===== src/hdl/sorted_region_table_core_assert.svh =====
// Assertion macros for the sorted region table core.
`ifndef SORTED_REGION_TABLE_CORE_ASSERT_SVH
`define SORTED_REGION_TABLE_CORE_ASSERT_SVH

// same-cycle implication, sampled on clk_i, off during reset
`define SRT_ASSERT_IMPL(label, ante, cons) \
  label: assert property (@(posedge clk_i) disable iff (!rst_ni) (ante) |-> (cons)) \
    else $error("srt assertion failed");

// next-cycle implication
`define SRT_ASSERT_NEXT(label, ante, cons) \
  label: assert property (@(posedge clk_i) disable iff (!rst_ni) (ante) |=> (cons)) \
    else $error("srt assertion failed");

`endif


===== src/hdl/srt_pkg.sv =====
`default_nettype none

package srt_pkg;

  typedef enum logic [2:0] {
    OP_FIND   = 3'd0,
    OP_INSERT = 3'd1,
    OP_REMOVE = 3'd2,
    OP_PROT   = 3'd3,
    OP_SETFILE = 3'd4,
    OP_CLEAR  = 3'd5
  } op_e;

  localparam logic [1:0] ST_OK      = 2'd0;
  localparam logic [1:0] ST_REJECT  = 2'd1;
  localparam logic [1:0] ST_OVERLAP = 2'd2;

  localparam logic REG_FILE_TYPE = 1'b0;
  localparam logic [7:0] FILE_TYPE_RESET = 8'd1;

  // top two address bytes are never mappable
  localparam logic [48:0] END_LIMIT = 49'h0_FFFF_FFFF_FFFE;

  typedef struct packed {
    logic [2:0]  opcode;
    logic [47:0] address;
    logic [47:0] length;
    logic [7:0]  prot;
    logic [7:0]  region_type;
    logic [31:0] file_inode;
    logic [47:0] file_offset;
    logic [47:0] file_length;
    logic [31:0] file_generation;
  } cmd_t;

  typedef struct packed {
    logic [1:0]  status;
    logic        found;
    logic [47:0] hit_base;
    logic [47:0] hit_length;
    logic [7:0]  hit_prot;
    logic [7:0]  hit_type;
    logic [31:0] hit_inode;
    logic [47:0] hit_offset;
    logic [47:0] hit_file_length;
    logic [31:0] hit_generation;
    logic [10:0] region_count;
  } res_t;

  typedef struct packed {
    logic [47:0] base;
    logic [47:0] length;
    logic [7:0]  prot;
    logic [7:0]  kind;
    logic [31:0] inode;
    logic [31:0] generation;
    logic [47:0] file_offset;
    logic [47:0] backing_size;
  } entry_t;

  typedef struct packed {
    logic capture;
    logic scan_rd;
    logic scan_ev;
    logic decide;
    logic copy_rd;
    logic copy_ev;
    logic emit;
    logic tail;
    logic commit;
    logic respond;
  } dp_cmd_t;

  typedef struct packed {
    logic no_scan;
    logic scan_done;
    logic need_copy;
    logic copy_end;
    logic emit_done;
  } dp_stat_t;

endpackage

`default_nettype wire


===== src/hdl/srt_ctrl.sv =====
`default_nettype none

module srt_ctrl (
  input  wire logic              clk_i,
  input  wire logic              rst_ni,
  input  wire logic              start_i,
  input  wire srt_pkg::dp_stat_t stat_i,
  output srt_pkg::dp_cmd_t       cmd_o,
  output logic                   busy_o,
  output logic                   done_o
);

  typedef enum logic [3:0] {
    S_IDLE, S_PRE, S_SCAN_RD, S_SCAN_EV, S_DECIDE, S_COPY_RD, S_COPY_EV,
    S_EMIT, S_TAIL, S_EMIT_TAIL, S_COMMIT, S_RESP
  } state_e;

  state_e state_q, state_d;
  logic   done_q;

  always_comb begin
    state_d = state_q;
    cmd_o   = '0;
    case (state_q)
      S_IDLE: begin
        if (start_i) begin
          cmd_o.capture = 1'b1;
          state_d = S_PRE;
        end
      end
      S_PRE: state_d = stat_i.no_scan ? S_RESP : S_SCAN_RD;
      S_SCAN_RD: begin
        if (stat_i.scan_done) begin
          state_d = S_DECIDE;
        end else begin
          cmd_o.scan_rd = 1'b1;
          state_d = S_SCAN_EV;
        end
      end
      S_SCAN_EV: begin
        cmd_o.scan_ev = 1'b1;
        state_d = S_SCAN_RD;
      end
      S_DECIDE: begin
        cmd_o.decide = 1'b1;
        state_d = stat_i.need_copy ? S_COPY_RD : S_RESP;
      end
      S_COPY_RD: begin
        if (stat_i.copy_end) begin
          state_d = S_TAIL;
        end else begin
          cmd_o.copy_rd = 1'b1;
          state_d = S_COPY_EV;
        end
      end
      S_COPY_EV: begin
        cmd_o.copy_ev = 1'b1;
        state_d = S_EMIT;
      end
      S_EMIT: begin
        if (stat_i.emit_done) begin
          state_d = S_COPY_RD;
        end else begin
          cmd_o.emit = 1'b1;
        end
      end
      S_TAIL: begin
        cmd_o.tail = 1'b1;
        state_d = S_EMIT_TAIL;
      end
      S_EMIT_TAIL: begin
        if (stat_i.emit_done) begin
          state_d = S_COMMIT;
        end else begin
          cmd_o.emit = 1'b1;
        end
      end
      S_COMMIT: begin
        cmd_o.commit = 1'b1;
        state_d = S_RESP;
      end
      S_RESP: begin
        cmd_o.respond = 1'b1;
        state_d = S_IDLE;
      end
      default: state_d = S_IDLE;
    endcase
  end

  always_ff @(posedge clk_i or negedge rst_ni) begin
    if (!rst_ni) begin
      state_q <= S_IDLE;
      done_q  <= 1'b0;
    end else begin
      state_q <= state_d;
      done_q  <= (state_q == S_RESP);
    end
  end

  assign busy_o = (state_q != S_IDLE);
  assign done_o = done_q;

endmodule

`default_nettype wire


===== config.mk =====
export PLATFORM = sky130hd
export DESIGN_NAME = srt_ctrl
export DESIGN_NICKNAME = d
export VERILOG_FILES = /design/src/hdl/sorted_region_table_core_assert.svh /design/src/hdl/srt_pkg.sv /design/src/hdl/srt_ctrl.sv
export SDC_FILE = /design/constraint.sdc
export NUM_CORES = 1
export LEC_CHECK = 0
export BUFFER_PORTS_ARGS = -buffer_cell sky130_fd_sc_hd__buf_2
export CAP_MARGIN = 20
export CORE_AREA = 4 4 41 43
export DETAILED_ROUTE_END_ITERATION = 10
export DIE_AREA = 0 0 45 47
export HOLD_SLACK_MARGIN = 0.05
export PLACE_DENSITY = 0.67
export SYNTH_ARGS = -nofsm -noshare
export SYNTH_HDL_FRONTEND = slang
export SYNTH_SLANG_ARGS = --single-unit

===== constraint.sdc =====
create_clock -name clk_i -period 2.73 [get_ports clk_i]
set_input_delay 0.1365 -clock clk_i [delete_from_list [all_inputs] [get_ports clk_i]]
set_output_delay 0.1365 -clock clk_i [all_outputs]
set_load 0.005 [all_outputs]

==> flow_metrics.py <==
metrics = {
    "sta": {
        "final-hold-violation-count": 0,
        "rsz0062_at_grt": "false",
        "finalSetupViolations": 0,
        "setup_tns_ns": 0,
        "period_minus_slack_ns": 1.77,
        "finalMaxSlewViolations": 0,
        "maxSlewHeadroom_pct": 65.0,
        "worstMarginPinSlew_ns": 0.525,
        "max_freq_ghz": 0.564,
        "timing.hold.ws_ns": 0.135,
        "clock_skew_ns": 0.00113,
        "finalWorstSetupSlack_ns": 0.956,
        "period_share_pct": 65.0,
    },
    "run_status": {
        "status": "complete, no violations",
    },
    "logic_synthesis": {
        "syn_area_um2": 505,
        "synthAdderAreaFrac_pct": 0,
        "avgSynthCellArea_um2": 8.02,
        "ys_seq_area_share_pct": 24.8,
        "synthSimpleGateAreaFrac_pct": 38.1,
        "synthXorXnorAreaFrac_pct": 0,
        "ys_ff_latch": 5,
        "synth_edf_count": 0,
        "ys.flop_type": "dfrtp_1",
        "yosysWarnings": 0,
        "synth_top_family_by_area": "simple AND/OR/NAND/NOR gates",
        "syn_inst": 63,
        "synth-async-reset-ratio_pct": 100,
        "synth.distinct_cells": 32,
        "muxShareOfSynthArea_pct": 0,
        "synth_compound_gate_area_share_pct": 25.7,
        "synth_nets": 71,
    },
    "worst_setup_path": {
        "cp.required_ns": 2.59,
        "path_class": "register to primary output",
        "crit_fanout": 18,
        "end_kind": "primary output",
        "startpoint_type": "register",
        "arrival_ns": 1.64,
    },
    "die": {
        "start_util_pct": 38.8,
        "die_h_um": 47,
        "io_pins": 20,
        "fp.coreArea_um2": 1300,
        "dieWidth_um": 45,
        "dieArea_um2": 2120,
        "rows": 13,
    },
    "clock_network": {
        "cts_tree": "yes",
        "post_cts_buffers": 0,
        "cts_resized": 0,
        "clock_latency_ns": 0.25,
        "holdBufCountCts": 1,
        "clock-root-buffer": "clkbuf_4",
        "cts.clk_slew.worst_paths_ns": 0.04,
        "cts_max_level": 1,
        "cts_max_path_buffers": 2,
        "numClockSinks": 5,
        "cts_buffers": 3,
    },
    "placement": {
        "portBuffers": 19,
        "dpl.hpwl_um": 826,
        "place_inst": 90,
        "gp_congestion": 0.709,
        "dp_slack_ns": 1.14,
        "placed_area_um2": 573,
    },
    "global_routing": {
        "overflow": 0,
        "track_usage_pct": 12.9,
        "grt_start_max_net_pins": 20,
        "antenna_found_initial": 0,
        "grt_pass1_vias": 448,
        "grt_pass1_wl_um": 1950,
    },
    "drt": {
        "postRouteAntennaNets": 0,
        "wl_per_cell_um": 12.7,
        "vias": 532,
        "vias_per_cell": 5.60,
        "dr.pass1.iters": 4,
        "drt_iter0_drc": 7,
        "drc": 0,
        "wl_um": 1210,
    },
    "finish": {
        "drive_gt1_share_pct": 37.5,
        "layout.cells.non_filler": 95,
        "fin_area_um2": 609,
        "post-route-util_pct": 46.8,
        "layout.nets": 89,
        "n_antenna_cell": 0,
        "syn_to_final_growth_pct": 20.5,
    },
    "worst_hold_path": {
        "min_path_type": "input port to register",
    },
    "job": {
        "maxCapViolCount": 0,
    },
    "power": {
        "totalPowerFinal_mw": 0.598,
        "peakVddDrop_uv": 443,
        "cellPowerDensity_nw_per_um2": 982,
        "static-leakage-power_nw": 0.300,
    },
}
==> area by class of cell <==
cell class,count,area [um^2]
Sequential cell,5,125
Timing Repair Buffer,20,105
Clock buffer,4,26.3
Multi-Input combinational cell,48,323
Fill cell,144,692
Inverter,3,11.3
Tap cell,15,18.8
==> kinds of logic (layout without fill, tap and decap cells) <==
group	count (synthesis)	count (layout)
flip-flops	5	5
AND/OR/NAND/NOR	31	31
buffers and inverters	10	27
AO/OA/AOI/OAI	17	17
==> worst max-delay path, stage by stage (launching register included) <==
cell and delay [ns]:
dfrtp_1 0.56, or4_4 0.62, nor2_1 0.09, buf_2 0.11
==> synth_stat cells, types with 2 or more instances <==
master | n | area, um^2
nand2_1 | 6 | 22.5
nand2b_1 | 6 | 37.5
dfrtp_1 | 5 | 125
buf_2 | 4 | 20.0
nor2_1 | 4 | 15.0
a31oi_1 | 3 | 18.8
inv_1 | 3 | 11.3
nor3_1 | 3 | 15.0
a21o_1 | 2 | 15.0
a21oi_1 | 2 | 10.0
buf_6 | 2 | 22.5
nand4bb_1 | 2 | 22.5
or2_2 | 2 | 12.5
==> state kept, by name (all words and copies together) (netlist names) <==
name     cells
done_o       1
state_q      4
==> power by group <==
part	switching [mW]	internal, mW	leakage, nW	total (mW)
sequential	0.106	0.103	0.0629	0.209
clock	0.0331	0.0554	0.0150	0.0885
combinational	0.135	0.166	0.222	0.300
total	0.274	0.324	0.300	0.598
==> metal layers <==
metal,vias to the layer above,share of wire (%),GRT usage [%]
met5,-,0,0
met4,0,3.0,10.5
met3,5,7.3,2.30
met2,20,42,18.4
met1,246,48,16.9
li1,261,-,-
==> placed cells by master, fill, tap and decap left out, types with 2 or more instances in the layout <==
cell type / netlist / final
a21o_1: 2 / 2
a21oi_1: 2 / 2
a31oi_1: 3 / 3
buf_2: 4 / 19
clkbuf_4: 0 / 3
dfrtp_1: 5 / 5
inv_1: 3 / 3
nand2_1: 6 / 6
nand2b_1: 6 / 6
nand4bb_1: 2 / 2
nor2_1: 4 / 4
nor3_1: 3 / 3
or2_2: 2 / 2
==> worst paths after layout <==
| path | depth (start not counted) | start | slack [ns] | endpoint |
|---|---|---|---|---|
| max in group asynchronous | 2 | rst_ni | 2.36 | state_q[0] |
| max reg2reg | 4 | state_q[2] | 1.13 | state_q[1] |
| min | 2 | stat_i[0] | 0.14 | state_q[1] |
| min in group asynchronous | 2 | rst_ni | 0.23 | state_q[3] |
| max | 3 | state_q[0] | 0.96 | cmd_o[9] |
| min reg2reg | 1 | state_q[3] | 0.72 | state_q[2] |
Note: power is estimated with default switching activity, not from simulation.
